$ cat config.mk
export PLATFORM = sky130hd
export DESIGN_NAME = lph_mix
export DESIGN_NICKNAME = d
export VERILOG_FILES = /design/src/sv/lph_pkg.sv /design/src/sv/lph_mix.sv
export SDC_FILE = /design/constraint.sdc
export NUM_CORES = 1
export LEC_CHECK = 0
export ABC_AREA = 1
export BUFFER_PORTS_ARGS = -buffer_cell sky130_fd_sc_hd__buf_4
export CORE_ASPECT_RATIO = 1.5
export CORE_MARGIN = 2
export CORE_UTILIZATION = 25
export CTS_BUF_LIST = sky130_fd_sc_hd__clkbuf_8
export CTS_CLUSTER_DIAMETER = 40
export CTS_CLUSTER_SIZE = 30
export DETAILED_ROUTE_END_ITERATION = 10
export SLEW_MARGIN = 20
export SYNTH_ARGS = -nofsm -noshare
export SYNTH_HDL_FRONTEND = slang
export SYNTH_SLANG_ARGS = --single-unit
$ cat constraint.sdc
create_clock -name i_clk -period 9.85 [get_ports i_clk]
set_input_delay 0 -clock i_clk [delete_from_list [all_inputs] [get_ports i_clk]]
set_output_delay 0 -clock i_clk [all_outputs]
set_load 0.005 [all_outputs]
$ cat src/sv/lph_pkg.sv
`default_nettype none
// ----------------------------------------------------------------------------
// lph_pkg
// Shared constants, request and status codes and the slot record of the
// linear probe hash table.
// ----------------------------------------------------------------------------
package lph_pkg;

    localparam int LPH_SLOTS       = 256;
    localparam int LPH_PROBE_LIMIT = 12;

    localparam int LPH_SIZE_W = 9;
    localparam int LPH_KEY_W  = 32;
    localparam int LPH_DATA_W = 32;

    localparam logic [LPH_SIZE_W-1:0] LPH_SIZE_RESET = 9'd256;
    localparam logic [31:0]           LPH_MIX_MULT   = 32'h045d9f3b;

    localparam logic [1:0] REQ_INSERT = 2'd0;
    localparam logic [1:0] REQ_REMOVE = 2'd1;
    localparam logic [1:0] REQ_LOOKUP = 2'd2;
    localparam logic [1:0] REQ_UNUSED = 2'd3;

    localparam logic [1:0] ST_OK       = 2'd0;
    localparam logic [1:0] ST_INVALID  = 2'd1;
    localparam logic [1:0] ST_NOSPACE  = 2'd2;
    localparam logic [1:0] ST_NOTFOUND = 2'd3;

    typedef struct packed {
        logic                  used;
        logic [LPH_KEY_W-1:0]  key;
        logic [LPH_DATA_W-1:0] data;
    } t_slot;

endpackage
`default_nettype wire

$ cat src/sv/lph_mix.sv
`default_nettype none
// ----------------------------------------------------------------------------
// lph_mix
// Xor-shift-multiply key mixer, one shared 32-bit multiplier used for both
// rounds, one round per cycle.
// ----------------------------------------------------------------------------
module lph_mix
    import lph_pkg::*;
(
    input  wire logic                 i_clk,
    input  wire logic                 i_rst_n,
    input  wire logic                 i_start,
    input  wire logic [LPH_KEY_W-1:0] i_key,
    output logic                      o_done,
    output logic [LPH_KEY_W-1:0]      o_hash
);

    function automatic logic [31:0] xor_shift(input logic [31:0] x);
        return x ^ (x >> 16);
    endfunction

    logic [31:0] r_x;
    logic        r_busy;
    logic        r_pass;
    logic        r_done;
    logic [31:0] prod;

    assign prod = r_x * LPH_MIX_MULT;

    always_ff @(posedge i_clk) begin
        if (!i_rst_n) begin
            r_busy <= 1'b0;
            r_pass <= 1'b0;
            r_done <= 1'b0;
        end else begin
            r_done <= 1'b0;
            if (i_start) begin
                r_busy <= 1'b1;
                r_pass <= 1'b0;
            end else if (r_busy) begin
                if (r_pass) begin
                    r_busy <= 1'b0;
                    r_done <= 1'b1;
                end else begin
                    r_pass <= 1'b1;
                end
            end
        end
    end

    always_ff @(posedge i_clk) begin
        if (i_start) begin
            r_x <= xor_shift(i_key);
        end else if (r_busy) begin
            r_x <= xor_shift(prod);
        end
    end

    assign o_done = r_done;
    assign o_hash = r_x;

endmodule
`default_nettype wire

==> reports/metrics.cfg <==
[outcome]
status=finished, final reports clean

[final_layout]
fillers=4906
drive_gt1_share_pct=6.94
syn_to_final_growth_pct=11.4
fin_nets=1848
fin_cells=2015
multiInputGateArea_um2=8730
diodes=0
regArea_um2=1020

[die]
num_io_pins=68
dieWidth_um=180
dieHeight_um=268
initial_core_util_pct=25.4
dieArea_um2=48400
core.rowCount=96
coreArea_um2=45900

[global_route]
grt_pass1_vias=9881
antenna_found_initial=0
grt_max_degree=33
grtUsageTotal_pct=16.3
overflow=0
grt_pass1_wl_um=58200

[critical_path]
cp-end-kind=flop
crit_chain=inv_1, fa_1, inv_1, ha_1, fa_1, inv_1, fa_1, inv_1, fa_1, fa_1, inv_1, fa_1, inv_1, ha_1, a21oi_1, o21ai_0, a211oi_1, nand4_1, a21oi_1, nand3b_1, o21ai_0
reg2reg_to=o_hash[13]
cp_slowest_cell=edfxtp_1
r2r_slack_ns=3.01
startpoint_type=flop
worstPathArrival_ns=6.86
reg2reg_from=o_hash[11]
criticalPathCategory=reg2reg
cp_slowest_stage_delay_ns=0.63
cp_num_buf_inv=6
cpLargestDelayFamily=adder cells
path_max_fanout=6
required_ns=9.87
r2r_cells=21

[clocking]
hold_buffers=2
cts_tree=built
cts_max_path_buffers=2
cts_resized=0
cts_buffers=5
cts.sinks=35
clk_latency_ns=0.33
clkTransAtPathRegs_ns=0.10
h-tree-depth=2
post_cts_buffers=0
root_buffer=clkbuf_8

[hold_path]
whs_endpoint=o_hash[29]
hold_depth=3
hold_class=in2reg
min_from=i_key[29]

[synthesis]
synth_cells=1356
ys_types=39
ys_ff_latch=35
syn_avg_cell_area_um2=8.60
netlist_area_um2=11700
yosys_warnings=0
synth_seq_area_share_pct=8.76
syn_nets=1778

[timing]
rsz0062_at_grt=false
finalClockSkew_ns=0.0192
setup_tns_ns=0
min_period_over_period_pct=69.4
slew_viol_final=0
setup_violations=0
max_freq_mhz=146
worst_pin_slew_ns=0.816
period_needed_ns=6.84
slew_headroom_pct=45.0
hold_viol=0

[route]
dr_total_vias=8607
ant_nets=0
drt_iter0_drc=522
totalWireLength_um=38200
wl_per_cell_um=19.0
viasPerCell=4.27
drcViolationCount=0
drt-pass1-iter-count=6

[placement]
place_inst=2005
dp_hpwl_um=34900
port_buffers=67
gp_congestion=0.974

[run]
drv_cap=0

## registers in the layout (all words and copies together), names as in the netlist
register,count
r_pass,1
o_done,1
r_busy,1
o_hash,32
## per-layer routing
layer | global-route usage, % | part of all wire, % | wire length [um] | up-vias
li1 | - | - | - | 4118
met1 | 15.9 | 34 | 13100 | 4186
met2 | 32.3 | 56 | 21200 | 203
met3 | 0.810 | 1.6 | 616 | 100
met4 | 12.3 | 8.6 | 3290 | 0
met5 | 0 | 0 | 0 | -
## placed cells by master (no fill, tap or decap), drive strengths merged
master,n
xnor2,23
nor3,5
a21boi,1
edfxtp,32
a21o,7
buf,69
o21ai,36
clkinv,2
xor2,28
nand2,163
nand3b,9
dfxtp,3
nand3,46
fa,212
a211oi,5
o221ai,1
or2,9
inv,498
a21oi,41
o21a,2
ha,175
nor4,4
clkbuf,5
nand4,6
o211ai,2
o31ai,1
dlygate4sd3,2
a31oi,5
nor2,30
clkinvlp,1
o21bai,4
## worst min-delay path, stage by stage
cell     delay, ns
buf_4         0.09
nand2_1       0.06
nand2_1       0.08
## per-stage QoR
step,util (%),hold WS [ns],setup WS [ns],cell area (um^2)
6_report,28.3,0.00265,3.01,13000
5_1_grt,28.3,0.0109,2.61,13000
4_1_cts,28.3,0.00929,3.06,13000
3_5_place_dp,28.1,0.297,3.09,12900
3_3_place_gp,28.1,0.282,3.06,12900
2_1_floorplan,-,0.156,4.13,11700
## synthesized netlist by cell type
cell type,count,area share (%)
xnor2_1,23,1.7
o21ai_2,1,0.075
or2_2,2,0.11
nand3_2,1,0.086
a31oi_1,5,0.27
o211ai_1,2,0.13
a21o_1,7,0.45
o31ai_1,1,0.064
nor3_1,4,0.17
xor2_1,27,2.0
o21ai_0,21,0.90
xor2_2,1,0.14
ha_1,175,19
nor4_4,1,0.18
nand2_1,158,5.1
o21ai_1,14,0.60
or2_1,7,0.38
a21boi_2,1,0.097
fa_1,212,36
dfxtp_1,3,0.52
nor4_1,3,0.16
o21a_1,2,0.13
a211oi_1,5,0.32
nand2_2,5,0.27
a21oi_4,1,0.14
a21oi_2,7,0.53
o221ai_1,1,0.075
o21bai_1,4,0.26
buf_2,3,0.13
nand3b_1,9,0.58
nor2_1,30,0.97
nand4_2,1,0.11
clkbuf_1,5,0.16
inv_1,498,16
edfxtp_1,32,8.2
nand4_1,5,0.27
a21oi_1,33,1.4
nor3_2,1,0.086
nand3_1,45,1.9
## worst max path at each step
stage / cells past startpoint / endpoint / start / slack, ns
after floorplan: 23 / o_hash[12] / o_hash[19] / 4.13
after global placement: 21 / o_hash[13] / o_hash[11] / 3.06
after detailed placement: 24 / o_hash[13] / o_hash[11] / 3.09
after CTS: 21 / o_hash[13] / o_hash[11] / 3.06
after global routing: 24 / o_hash[13] / o_hash[11] / 2.61
final: 21 / o_hash[13] / o_hash[11] / 3.01
## kinds of logic (layout without fill, tap and decap cells)
kind of cell,Yosys count,count (layout),synth area share [%]
AOI/OAI and AO/OA,105,105,5.45
xor gates and xnor gates,51,51,3.90
and+or+nand+nor,272,272,10.4
DFF,35,35,8.76
buffers and inverters,506,577,16.3
adders and majority gates,387,387,55.2
## layout make-up
| type | instances | share of cell area [%] |
|---|---|---|
| multi-input combinational | 815 | 67.2 |
| clock inverter | 3 | 0.193 |
| sequential | 35 | 7.86 |
| clock buffer | 5 | 0.530 |
| tap | 588 | 5.66 |
| timing repair buffer | 71 | 4.14 |
| inverter | 498 | 14.4 |
Power is not shown: default switching activity piles up to over one toggle a cycle in this logic, so the estimate is an artifact.
