--- config.mk ---
export PLATFORM = sky130hd
export DESIGN_NAME = lph_rem
export DESIGN_NICKNAME = d
export VERILOG_FILES = /design/src/sv/lph_pkg.sv /design/src/sv/lph_rem.sv
export SDC_FILE = /design/constraint.sdc
export NUM_CORES = 1
export LEC_CHECK = 0
export BUFFER_PORTS_ARGS = -buffer_cell sky130_fd_sc_hd__buf_2
export CORE_MARGIN = 10
export CORE_UTILIZATION = 55
export CTS_BUF_LIST = sky130_fd_sc_hd__clkbuf_4 sky130_fd_sc_hd__clkbuf_8
export DETAILED_ROUTE_END_ITERATION = 10
export GPL_TIMING_DRIVEN = 0
export PLACE_DENSITY = 0.88
export SLEW_MARGIN = 20
export SYNTH_ARGS = -nofsm -noshare
export SYNTH_HDL_FRONTEND = slang
export SYNTH_SLANG_ARGS = --single-unit
export TNS_END_PERCENT = 50
--- constraint.sdc ---
create_clock -name i_clk -period 8.8 [get_ports i_clk]
set_input_delay 1.76 -clock i_clk [delete_from_list [all_inputs] [get_ports i_clk]]
set_output_delay 1.76 -clock i_clk [all_outputs]
set_load 0.05 [all_outputs]
--- src/sv/lph_pkg.sv ---
`default_nettype none
// ----------------------------------------------------------------------------
// lph_pkg
// Shared constants, request and status codes and the slot record of the
// linear probe hash table.
// ----------------------------------------------------------------------------
package lph_pkg;

    localparam int LPH_SLOTS       = 256;
    localparam int LPH_PROBE_LIMIT = 12;

    localparam int LPH_SIZE_W = 9;
    localparam int LPH_KEY_W  = 32;
    localparam int LPH_DATA_W = 32;

    localparam logic [LPH_SIZE_W-1:0] LPH_SIZE_RESET = 9'd256;
    localparam logic [31:0]           LPH_MIX_MULT   = 32'h045d9f3b;

    localparam logic [1:0] REQ_INSERT = 2'd0;
    localparam logic [1:0] REQ_REMOVE = 2'd1;
    localparam logic [1:0] REQ_LOOKUP = 2'd2;
    localparam logic [1:0] REQ_UNUSED = 2'd3;

    localparam logic [1:0] ST_OK       = 2'd0;
    localparam logic [1:0] ST_INVALID  = 2'd1;
    localparam logic [1:0] ST_NOSPACE  = 2'd2;
    localparam logic [1:0] ST_NOTFOUND = 2'd3;

    typedef struct packed {
        logic                  used;
        logic [LPH_KEY_W-1:0]  key;
        logic [LPH_DATA_W-1:0] data;
    } t_slot;

endpackage
`default_nettype wire

--- src/sv/lph_rem.sv ---
`default_nettype none
// ----------------------------------------------------------------------------
// lph_rem
// Restoring remainder unit: 32-bit dividend by a 9-bit divisor, two
// quotient bits per cycle.
// ----------------------------------------------------------------------------
module lph_rem
    import lph_pkg::*;
(
    input  wire logic                  i_clk,
    input  wire logic                  i_rst_n,
    input  wire logic                  i_start,
    input  wire logic [31:0]           i_dividend,
    input  wire logic [LPH_SIZE_W-1:0] i_divisor,
    output logic                       o_done,
    output logic [LPH_SIZE_W-1:0]      o_rem
);

    localparam int BITS_PER_STEP = 2;
    localparam int STEPS         = 32 / BITS_PER_STEP;
    localparam int CNT_W         = $clog2(STEPS);

    logic [LPH_SIZE_W-1:0] r_rem;
    logic [LPH_SIZE_W-1:0] r_d;
    logic [31:0]           r_div;
    logic [CNT_W-1:0]      r_cnt;
    logic                  r_busy;
    logic                  r_done;
    logic [LPH_SIZE_W-1:0] n_rem;

    always_comb begin
        logic [LPH_SIZE_W:0] w;
        n_rem = r_rem;
        for (int i = 0; i < BITS_PER_STEP; i++) begin
            w = {n_rem, r_div[31-i]};
            if (w >= {1'b0, r_d}) begin
                w = w - {1'b0, r_d};
            end
            n_rem = w[LPH_SIZE_W-1:0];
        end
    end

    always_ff @(posedge i_clk) begin
        if (!i_rst_n) begin
            r_busy <= 1'b0;
            r_done <= 1'b0;
            r_cnt  <= '0;
        end else begin
            r_done <= 1'b0;
            if (i_start) begin
                r_busy <= 1'b1;
                r_cnt  <= '0;
            end else if (r_busy) begin
                r_cnt <= r_cnt + 1'b1;
                if (r_cnt == CNT_W'(STEPS - 1)) begin
                    r_busy <= 1'b0;
                    r_done <= 1'b1;
                end
            end
        end
    end

    always_ff @(posedge i_clk) begin
        if (i_start) begin
            r_rem <= '0;
            r_d   <= i_divisor;
            r_div <= i_dividend;
        end else if (r_busy) begin
            r_rem <= n_rem;
            r_div <= r_div << BITS_PER_STEP;
        end
    end

    assign o_done = r_done;
    assign o_rem  = r_rem;

endmodule
`default_nettype wire

==> results of run 1 <==
stage by stage:
stage               setup WS (ns)  hold WS, ns  cell area [um2]  utilization, %
finish                       4.32        0.492             3740            64.0
global route                 4.07        0.510             3740            64.0
CTS                          4.34        0.489             3740            64.0
detailed placement           4.40        0.473             3650            62.4
global placement             4.47        0.458             3650            62.4
floorplan                    4.77        0.439             3290               -
sequential cells by signal, indices dropped and copies added (netlist names):
name	count
r_div	32
r_d	9
o_done	1
r_busy	1
r_cnt	4
o_rem	9
path summary, 6_finish.rpt:
kind,end,slack (ns),cells after the start
setup / recovery,o_rem[7]$_SDFFE_PP0P_,4.32,17
hold / removal,o_done$_SDFF_PP0_,0.49,2
setup reg to reg,o_rem[7]$_SDFFE_PP0P_,4.32,17
hold reg to reg,o_done$_SDFF_PP0_,0.49,2
cells by family after synthesis:
family	Yosys count	share of synthesized area, %
buffers and inverters	25	3.38
muxes	42	14.1
AOI/OAI and AO/OA	55	14.9
adders and majority gates	21	8.44
and+or+nand+nor	65	10.0
xor gates and xnor gates	10	2.66
DFF	56	46.5
report_power, final:
| group | leakage (nW) | internal [mW] | switching, mW |
|---|---|---|---|
| sequential | 0.534 | 0.314 | 0.0156 |
| clock | 0.0448 | 0.0600 | 0.0852 |
| combinational | 0.966 | 0.171 | 0.225 |
| total | 1.55 | 0.545 | 0.326 |
layout by cell type (no fill, tap or decap), types with 2 or more instances in the layout:
cell      synthesis  final
a211oi_1          7      7
a21o_1            3      3
a21oi_1           8      8
and2_1            3      3
and3_1            2      2
buf_1             3      3
buf_2             2     55
buf_6             2      2
clkbuf_1          4      4
clkbuf_8          0      5
dfxtp_1          15     15
edfxtp_1         41     41
fa_1              2      2
ha_1             19     19
inv_1            14     14
mux2_2           33     33
mux2i_1           8      8
nand2_1           6      6
nand2b_1          6      6
nand3_1           6      6
nand4_1           4      4
nor2_1           23     23
nor2b_1           3      3
nor3_1            7      7
o211ai_1          5      5
o21a_1            4      4
o21ai_0           3      3
o21ai_1           2      2
o22ai_1           2      2
o41ai_4           2      2
xnor2_1           4      4
xor2_1            6      6
tightest hold or removal path: cells and delay by family (launching register included):
family	cells	cell delay, ns
and+or+nand+nor	2	0.11
DFF	1	0.35
cell type report:
cell class	instances	area, um2	share of cell area [%]
timing repair buffer	53	265	7.09
clock buffer	6	76.3	2.04
sequential	56	1530	40.9
multi-input combinational	193	1650	44.0
buffer	11	58.8	1.57
tap	75	93.8	2.51
clock inverter	2	16.3	0.435
inverter	14	52.6	1.40
metal layers:
metal / up-vias / GRT usage, % / part of all wire [%]
met1: 1122 / 16.4 / 40
met4: 0 / 6.04 / 2.3
met3: 19 / 5.12 / 6.7
li1: 1155 / - / -
met2: 73 / 26.2 / 51
met5: - / 0 / 0
==> Implementation_results.wiki, run 1 <==
{| class="wikitable"
! Metric !! Value
|-
| Status || finished clean
|-
| Family of cells with the greatest summed delay on the critical path || compound AO/OA/AOI/OAI gates
|-
| Number of clock buffers inserted by TritonCTS || 5
|-
| Power density of the placed cells || 233 nW/um2
|-
| Hold Violations, Final || 0
|-
| Worst Setup Path Type || flip-flop to flip-flop
|-
| Top cells by area in the synthesized netlist || edfxtp_1 (37%), mux2_2 (11%), dfxtp_1 (9.1%)
|-
| Die Area || 9480 um2
|-
| Die X || 97.4 um
|-
| Vias per cell || 5.78
|-
| Ys flop type || edfxtp_1
|-
| Clock latency at the later pin of the worst-skew pair || 0.32 ns
|-
| Critical path endpoint category || flip-flop
|-
| Register bit count reported by yosys || 56
|-
| Max-capacitance violation count || 0
|-
| Clock skew after layout || 0.0148 ns
|-
| Post-synthesis cell count || 274
|-
| Ant. Diodes || 0
|-
| Gr ovfl total || 0
|-
| Fmax achieved || 223 MHz
|-
| Tmin final || 4.48 ns
|-
| Number of iterations in the first detailed-routing pass || 4
|-
| Maximum vdd drop || 131 uV
|-
| Leading cell types by count after synthesis || edfxtp_1 (41), mux2_2 (33), nor2_1 (23), ha_1 (19), dfxtp_1 (15)
|-
| Worst Min Path Start || r_cnt[3]$_SDFFE_PP0P_
|-
| Hold buffers post-CTS || 0
|-
| Launch point of the worst reg-to-reg path || r_div[31]$_DFFE_PP_
|-
| Net total in the final layout || 399
|-
| Area of the core || 5850 um2
|-
| Worst relative slew slack || 51.9%
|-
| Detailed Route WL || 7.24 mm
|-
| Non-filler instance count after layout || 410
|-
| Portion of the clock cycle consumed by the worst path in the final layout || 51.0%
|-
| Top-area cell type share of the netlist area || 37.4%
|-
| Overall fraction of global-route tracks in use || 15.1%
|-
| Fraction of layout instances using a drive strength above 1 || 32.8%
|-
| DRC || 0
|-
| Number of port buffers || 53
|-
| CTS tree || yes
|-
| Clock transition at the registers of the reported paths || 0.10 ns
|-
| Number of antenna violations at the first check in global routing || 1
|-
| Height of the die || 97.4 um
|-
| # rows || 28
|-
| Static leakage power || 1.55 nW
|-
| Setup fix buffers added after clock tree synthesis || 0
|-
| DRC violation total after the first TritonRoute iteration || 169
|-
| Critical path launch point || r_div[31]$_DFFE_PP_
|-
| Maximum clock insertion buffer count || 2
|-
| Total power || 871 uW
|-
| Worst path cell trace || inv_1 > ha_1 > inv_1 > fa_1 > a211oi_2 > o211a_1 > o21a_1 > buf_6 > mux2_2 > ha_1 > a21oi_1 > a21oi_1 > o31ai_1 > o311ai_4 > buf_6 > a211o_1 > a311oi_2
|-
| Number of global-route vias before repair || 2,530
|-
| Average cell area after synthesis || 12.0 um2
|-
| Setup violation total in the final timing report || 0
|-
| Starting density of the core || 56.2%
|-
| Slew of the pin with the lowest slew margin || 0.722 ns
|-
| Post-DRT Antenna Nets || 0
|-
| Final slew viol count || 0
|-
| Number of placed cells counting well taps || 402
|-
| Worst hold-check path type || flip-flop to flip-flop
|-
| Netlist cell types || 56
|-
| Area leader, netlist || edfxtp_1
|-
| Filler instances || 442
|-
| Signal arrival time at the worst endpoint || 4.71 ns
|-
| Number of synthesis warnings || 0
|-
| Worst path required time || 9.03 ns
|-
| Global-route wire length before repair || 11.9 mm
|-
| Final HPWL from detailed placement || 5.66 mm
|-
| Cell with the most instances after synthesis || edfxtp_1
|-
| Buffer cell driving the clock tree root || clkbuf_8
|-
| Number of H-tree branching levels || 2
|-
| Syn_nets || 339
|-
| Total Neg Setup Slack || 0 ns
|-
| Mapped Area || 3290 um2
|-
| FFs w/ async S/R, synth || 0%
|-
| Sequential fraction of the synthesis area || 46.5%
|-
| Crit-path max FO || 10
|-
| CTS resizes || 0
|-
| CP Buf/Inv Count || 4
|-
| Area grow syn2layout || 13.7%
|-
| Max stage delay cell, worst path || fa_1
|-
| Maximum single-stage delay on the critical path || 0.43 ns
|-
| Final weighted congestion in routability-driven placement || 0.997
|-
| Sink count of the clock tree || 56
|-
| Ports || 54
|-
| Maximum number of pins on one net before global-route repair || 33
|-
| Routed length per placed instance || 17.6 um
|-
| Post-synth EDFFs || 41
|-
| Worst Setup Start Kind || flip-flop
|-
| RSZ-0062 raised after global routing || no
|-
| Detailed-route via count || 2,369
|}
Power figures use the tool's default switching activity.
==> run 2, diff against run 1 <==
- ABC_AREA: not set -> 1
- clock period: 8.8 -> 4.2 ns (I/O delays scaled with it)
==> Implementation_results.wiki, run 2 <==
{| class="wikitable"
! Metric !! Value
|-
| # rows || 28
|-
| Top-area cell type share of the netlist area || 36.3%
|-
| Signal arrival time at the worst endpoint || 3.83 ns
|-
| Hold Violations, Final || 0
|-
| Number of flip-flops under the largest register name || 32
|-
| Total Neg Setup Slack || 0 ns
|-
| Worst Setup Path Type || flip-flop to flip-flop
|-
| Clock transition at the registers of the reported paths || 0.10 ns
|-
| Critical path endpoint category || flip-flop
|-
| Number of antenna violations at the first check in global routing || 0
|-
| Die Area || 9700 um2
|-
| Clock skew after layout || 0.00405 ns
|-
| Design area || 3860 um2
|-
| Most used cells in the layout excluding fill and tap cells || nand2_1 (176), buf_2 (53), inv_1 (52), edfxtp_1 (41), nand3_1 (20)
|-
| Max-capacitance violation count || 0
|-
| Area grow syn2layout || 13.9%
|-
| Portion of the clock cycle consumed by the worst path in the final layout || 86.2%
|-
| CTS tree || yes
|-
| Setup fix buffers added after clock tree synthesis || 0
|-
| DRC || 0
|-
| Final HPWL from detailed placement || 5.70 mm
|-
| Detailed Route WL || 7.14 mm
|-
| Number of iterations in the first detailed-routing pass || 4
|-
| Sink count of the clock tree || 56
|-
| Post-synthesis cell count || 420
|-
| Number of H-tree branching levels || 2
|-
| Number of global-route vias before repair || 2,881
|-
| Register bit count reported by yosys || 56
|-
| Number of clock buffers inserted by TritonCTS || 5
|-
| Leading cell types by count after synthesis || nand2_1 (176), inv_1 (53), edfxtp_1 (41), nand3_1 (20), ha_1 (19)
|-
| Netlist cell types || 28
|-
| CTS resizes || 0
|-
| Number of port buffers || 53
|-
| Maximum number of pins on one net before global-route repair || 33
|-
| Biggest register || r_div
|-
| Crit-path max FO || 10
|-
| Mapped Area || 3390 um2
|-
| Routed length per placed instance || 12.8 um
|-
| Final worst hold slack || 0.507 ns
|-
| Filler instances || 504
|-
| Buffer cell driving the clock tree root || clkbuf_8
|-
| Slew of the pin with the lowest slew margin || 0.801 ns
|-
| Setup violation total in the final timing report || 0
|-
| Clock latency at the later pin of the worst-skew pair || 0.30 ns
|-
| Top cells by area in the synthesized netlist || edfxtp_1 (36%), nand2_1 (19%), dfxtp_1 (8.9%)
|-
| Power density of the placed cells || 764 nW/um2
|-
| Sequential fraction of the synthesis area || 45.2%
|-
| Vias per cell || 5.12
|-
| Fraction of layout instances using a drive strength above 1 || 19.1%
|-
| Net total in the final layout || 545
|-
| Die X || 98.5 um
|-
| Fmax achieved || 276 MHz
|-
| Worst relative slew slack || 46.4%
|-
| Detailed-route via count || 2,847
|-
| Ports || 54
|-
| Post-DRT Antenna Nets || 0
|-
| Most common cell after layout, fill and taps aside || nand2_1
|-
| Hold buffers post-CTS || 0
|-
| RSZ-0062 raised after global routing || no
|-
| Syn_nets || 485
|-
| Global-route wire length before repair || 12.4 mm
|-
| Post-synth EDFFs || 41
|-
| Final slew viol count || 0
|-
| Tmin final || 3.62 ns
|-
| Starting density of the core || 56.9%
|-
| FFs w/ async S/R, synth || 0%
|-
| DRC violation total after the first TritonRoute iteration || 156
|-
| Ys flop type || edfxtp_1
|-
| Post-Place Cell Area || 3750 um2
|-
| Ant. Diodes || 0
|-
| Overall fraction of global-route tracks in use || 14.7%
|-
| Static leakage power || 2.06 nW
|-
| Maximum clock insertion buffer count || 2
|-
| Height of the die || 98.5 um
|-
| Cell with the most instances after synthesis || nand2_1
|-
| Number of synthesis warnings || 0
|-
| Worst path required time || 4.41 ns
|-
| Worst Setup Start Kind || flip-flop
|-
| Status || finished clean
|-
| Gr ovfl total || 0
|-
| Area leader, netlist || edfxtp_1
|-
| Average cell area after synthesis || 8.07 um2
|-
| Area of the core || 5960 um2
|-
| Maximum vdd drop || 390 uV
|-
| Final weighted congestion in routability-driven placement || 0.981
|-
| Worst hold-check path type || flip-flop to flip-flop
|}
==> run 2: final timing paths <==
check | start | to | slack [ns] | depth (start not counted)
hold / removal | o_rem[8]$_SDFFE_PP0P_ | o_rem[8]$_SDFFE_PP0P_ | 0.51 | 2
setup reg to reg | r_div[31]$_DFFE_PP_ | o_rem[1]$_SDFFE_PP0P_ | 0.58 | 22
hold reg to reg | o_rem[8]$_SDFFE_PP0P_ | o_rem[8]$_SDFFE_PP0P_ | 0.51 | 2
setup / recovery | r_div[31]$_DFFE_PP_ | o_rem[1]$_SDFFE_PP0P_ | 0.58 | 22
==> run 2: area by class of cell <==
class | count | area, um2 | area share [%]
Buffer | 10 | 68.8 | 1.78
Multi-Input combinational cell | 301 | 1590 | 41.2
Timing Repair Buffer | 53 | 265 | 6.87
Clock buffer | 5 | 68.8 | 1.78
Sequential cell | 56 | 1530 | 39.7
Clock inverter | 3 | 42.5 | 1.10
Inverter | 53 | 199 | 5.15
Tap cell | 75 | 93.8 | 2.43
==> run 2: worst max-delay path: stages (launching register included) <==
cell,delay [ns]
edfxtp_1,0.44
inv_1,0.08
ha_1,0.16
inv_1,0.07
fa_1,0.43
nand2_1,0.12
nand3_2,0.09
nand2_2,0.14
nand2_4,0.09
buf_12,0.15
o21ai_2,0.13
inv_1,0.09
fa_1,0.43
nand3_1,0.10
nand3_2,0.10
nand2_1,0.07
nand2_1,0.09
a21oi_2,0.21
nand2_2,0.10
nor2_4,0.21
nand2_1,0.10
nand3_1,0.08
nand2_1,0.05
==> run 2: where the power goes <==
part           leakage (nW)  internal (mW)  switching [mW]  total [mW]
Clock                0.0558          0.177           0.171       0.348
Combinational          1.46          0.686            1.17        1.86
Sequential            0.540          0.681          0.0600       0.741
==> run 2: per-stage QoR <==
step                cells  worst slack [ns]  total power [mW]  utilization [%]
detailed placement    548             0.647              2.59             62.9
CTS                   556             0.632              2.94             64.8
finish                556             0.578              2.95             64.8
floorplan             420             0.881              2.25                -
global placement      548             0.726              2.53             62.9
global route          556             0.314              3.22             64.8
==> run 2: logic make-up after synthesis <==
kind of cell,after synthesis,share of synthesized area (%)
flip-flops,56,45.2
AND/OR/NAND/NOR,245,31.4
adder cells (fa/ha/maj),21,8.20
XOR/XNOR,11,2.84
AO/OA/AOI/OAI,24,4.47
buffers and inverters,63,7.90
==> run 2: routing by layer <==
layer  global-route usage (%)  wire, um  vias up
li1                         -         -     1451
met3                     3.63       425       13
met1                     17.5      3160     1290
met5                        0         0        -
met2                     25.3      3450       93
met4                     4.41        99        0
==> run 3, diff against run 2 <==
- CORE_UTILIZATION: 55 -> 40
- PLACE_DENSITY: 0.88 -> 0.7
==> Implementation_results.wiki, run 3 (synthesis gave the netlist of run 2 again) <==
{| class="wikitable"
! Metric !! Value
|-
| Status || finished clean
|-
| Number of flip-flops under the largest register name || 32
|-
| Filler instances || 814
|-
| Post-DRT Antenna Nets || 0
|-
| Die Area || 12,600 um2
|-
| Max-capacitance violation count || 0
|-
| CTS resizes || 0
|-
| Hold Violations, Final || 0
|-
| Switching fraction of total power || 48.3%
|-
| Number of clock buffers inserted by TritonCTS || 5
|-
| R2R Path End || o_rem[2]$_SDFFE_PP0P_
|-
| Timing endpoint of the critical path || o_rem[2]$_SDFFE_PP0P_
|-
| Global-route wire length before repair || 12.0 mm
|-
| Power density of the placed cells || 741 nW/um2
|-
| Portion of total power attributed to the clock network || 10.4%
|-
| Total power || 2.88 mW
|-
| Most common cell after layout, fill and taps aside || nand2_1
|-
| Signal arrival time at the worst endpoint || 3.78 ns
|-
| Final slew viol count || 0
|-
| DRC || 0
|-
| Design area || 3880 um2
|-
| Worst Setup Start Kind || flip-flop
|-
| Worst hold-check path type || flip-flop to flip-flop
|-
| Worst Min Path Start || r_cnt[1]$_SDFFE_PP0P_
|-
| Switching pwr || 1.39 mW
|-
| Fmax achieved || 280 MHz
|-
| Register-to-register setup slack || 0.63 ns
|-
| RSZ-0062 raised after global routing || no
|-
| Area taken by multi-input logic gates || 1590 um2
|-
| Clock skew after layout || 0.0104 ns
|-
| CTS tree || yes
|-
| Detailed Route WL || 6.97 mm
|-
| Number of global-route vias before repair || 2,773
|-
| Crit-path max FO || 10
|-
| Area grow syn2layout || 14.4%
|-
| Worst relative slew slack || 45.4%
|-
| Fraction of layout instances using a drive strength above 1 || 19.3%
|-
| Hold buffers post-CTS || 0
|-
| Sink count of the clock tree || 56
|-
| Final worst hold slack || 0.498 ns
|-
| Ports || 54
|-
| Worst setup margin || 0.628 ns
|-
| Critical path launch point || r_div[31]$_DFFE_PP_
|-
| Static leakage power || 2.04 nW
|-
| Area of the core || 8220 um2
|-
| Critical path endpoint category || flip-flop
|-
| Net total in the final layout || 545
|-
| Worst Reg-to-Reg Cells || 22
|-
| Vias per cell || 4.66
|-
| Portion of the clock cycle consumed by the worst path in the final layout || 85.1%
|-
| Gr ovfl total || 0
|-
| Post-Place Cell Area || 3790 um2
|-
| Internal power component || 1.49 mW
|-
| Setup violation total in the final timing report || 0
|-
| Slew of the pin with the lowest slew margin || 0.816 ns
|-
| # rows || 33
|-
| Number of iterations in the first detailed-routing pass || 4
|-
| Buffer cell driving the clock tree root || clkbuf_8
|-
| Flop pwr share || 25.8%
|-
| Launch point of the worst reg-to-reg path || r_div[31]$_DFFE_PP_
|-
| Number of antenna violations at the first check in global routing || 1
|-
| Height of the die || 112 um
|-
| Number of H-tree branching levels || 2
|-
| Comb power frac || 63.9%
|-
| Routed length per placed instance || 11.9 um
|-
| DRC violation total after the first TritonRoute iteration || 138
|-
| Number of port buffers || 53
|-
| Setup fix buffers added after clock tree synthesis || 0
|-
| Final weighted congestion in routability-driven placement || 0.815
|-
| Tmin final || 3.57 ns
|-
| Maximum clock insertion buffer count || 2
|-
| Area taken by flip-flops and latches || 1530 um2
|-
| Overall fraction of global-route tracks in use || 11.1%
|-
| Final HPWL from detailed placement || 5.66 mm
|-
| Clock transition at the registers of the reported paths || 0.10 ns
|-
| Maximum vdd drop || 210 uV
|-
| Ant. Diodes || 0
|-
| Detailed-route via count || 2,733
|-
| Setup slack at placement || 0.617 ns
|-
| Die X || 112 um
|-
| Maximum number of pins on one net before global-route repair || 33
|-
| Total Neg Setup Slack || 0 ns
|-
| Starting density of the core || 41.3%
|-
| Biggest register || r_div
|-
| Clock latency at the later pin of the worst-skew pair || 0.31 ns
|-
| Worst Setup Path Type || flip-flop to flip-flop
|-
| Most used cells in the layout excluding fill and tap cells || nand2_1 (176), buf_2 (53), inv_1 (52), edfxtp_1 (41), nand3_1 (20)
|-
| Worst path required time || 4.41 ns
|}
## run 3: final cells by class
class / count / area share [%]
inverters: 53 / 5.13
flip-flops and latches: 56 / 39.5
multi-input cells: 301 / 41.0
repair buffers: 53 / 6.84
clock inverters: 3 / 0.613
plain buffers: 10 / 1.77
well taps: 105 / 3.39
clock buffers: 5 / 1.77
## run 3: metal layers
layer | track usage [%] | up-vias | share of wire, %
met2 | 18.6 | 59 | 46
met5 | 0 | - | 0.16
met1 | 13.5 | 1214 | 47
met3 | 3.51 | 12 | 5.6
met4 | 2.79 | 2 | 1.2
li1 | - | 1446 | -
## run 3: stage by stage
step	utilization, %	cells
2_1_floorplan	-	420
3_3_place_gp	46.1	578
3_5_place_dp	46.1	578
4_1_cts	47.2	586
5_1_grt	47.2	586
6_report	47.2	586
## run 3: power groups by stage
| stage | combinational [mW] | clock, mW | sequential, mW |
|---|---|---|---|
| 2_1_floorplan | 1.38 | 0 | 0.871 |
| 3_3_place_gp | 1.81 | 0 | 0.753 |
| 3_5_place_dp | 1.84 | 0 | 0.754 |
| 4_1_cts | 1.85 | 0.313 | 0.742 |
| 5_1_grt | 2.07 | 0.328 | 0.753 |
| 6_report | 1.84 | 0.298 | 0.741 |
## run 3: worst min path at each step
stage / to / cells after the start / slack [ns]
6_report: r_cnt[1]$_SDFFE_PP0P_ / 2 / 0.50
5_1_grt: o_rem[8]$_SDFFE_PP0P_ / 2 / 0.53
4_1_cts: r_cnt[1]$_SDFFE_PP0P_ / 2 / 0.50
3_5_place_dp: r_cnt[1]$_SDFFE_PP0P_ / 2 / 0.48
3_3_place_gp: r_cnt[1]$_SDFFE_PP0P_ / 2 / 0.47
2_1_floorplan: r_cnt[1]$_SDFFE_PP0P_ / 2 / 0.46
## run 3: worst max-delay path, stage by stage, from the launching register on
cell and delay, ns:
edfxtp_1 0.44, inv_1 0.08, ha_1 0.15, inv_1 0.07, fa_1 0.42, nand2_1 0.11, nand3_2 0.09, nand2_2 0.14
nand2_4 0.09, buf_12 0.15, o21ai_2 0.13, inv_1 0.09, fa_1 0.43, nand3_1 0.10, nand3_2 0.10, nand2_1 0.08
nand2_1 0.09, a21oi_2 0.20, nand2_2 0.09, nor2_4 0.20, nand2_1 0.08, nand3_1 0.08, nand2_1 0.05
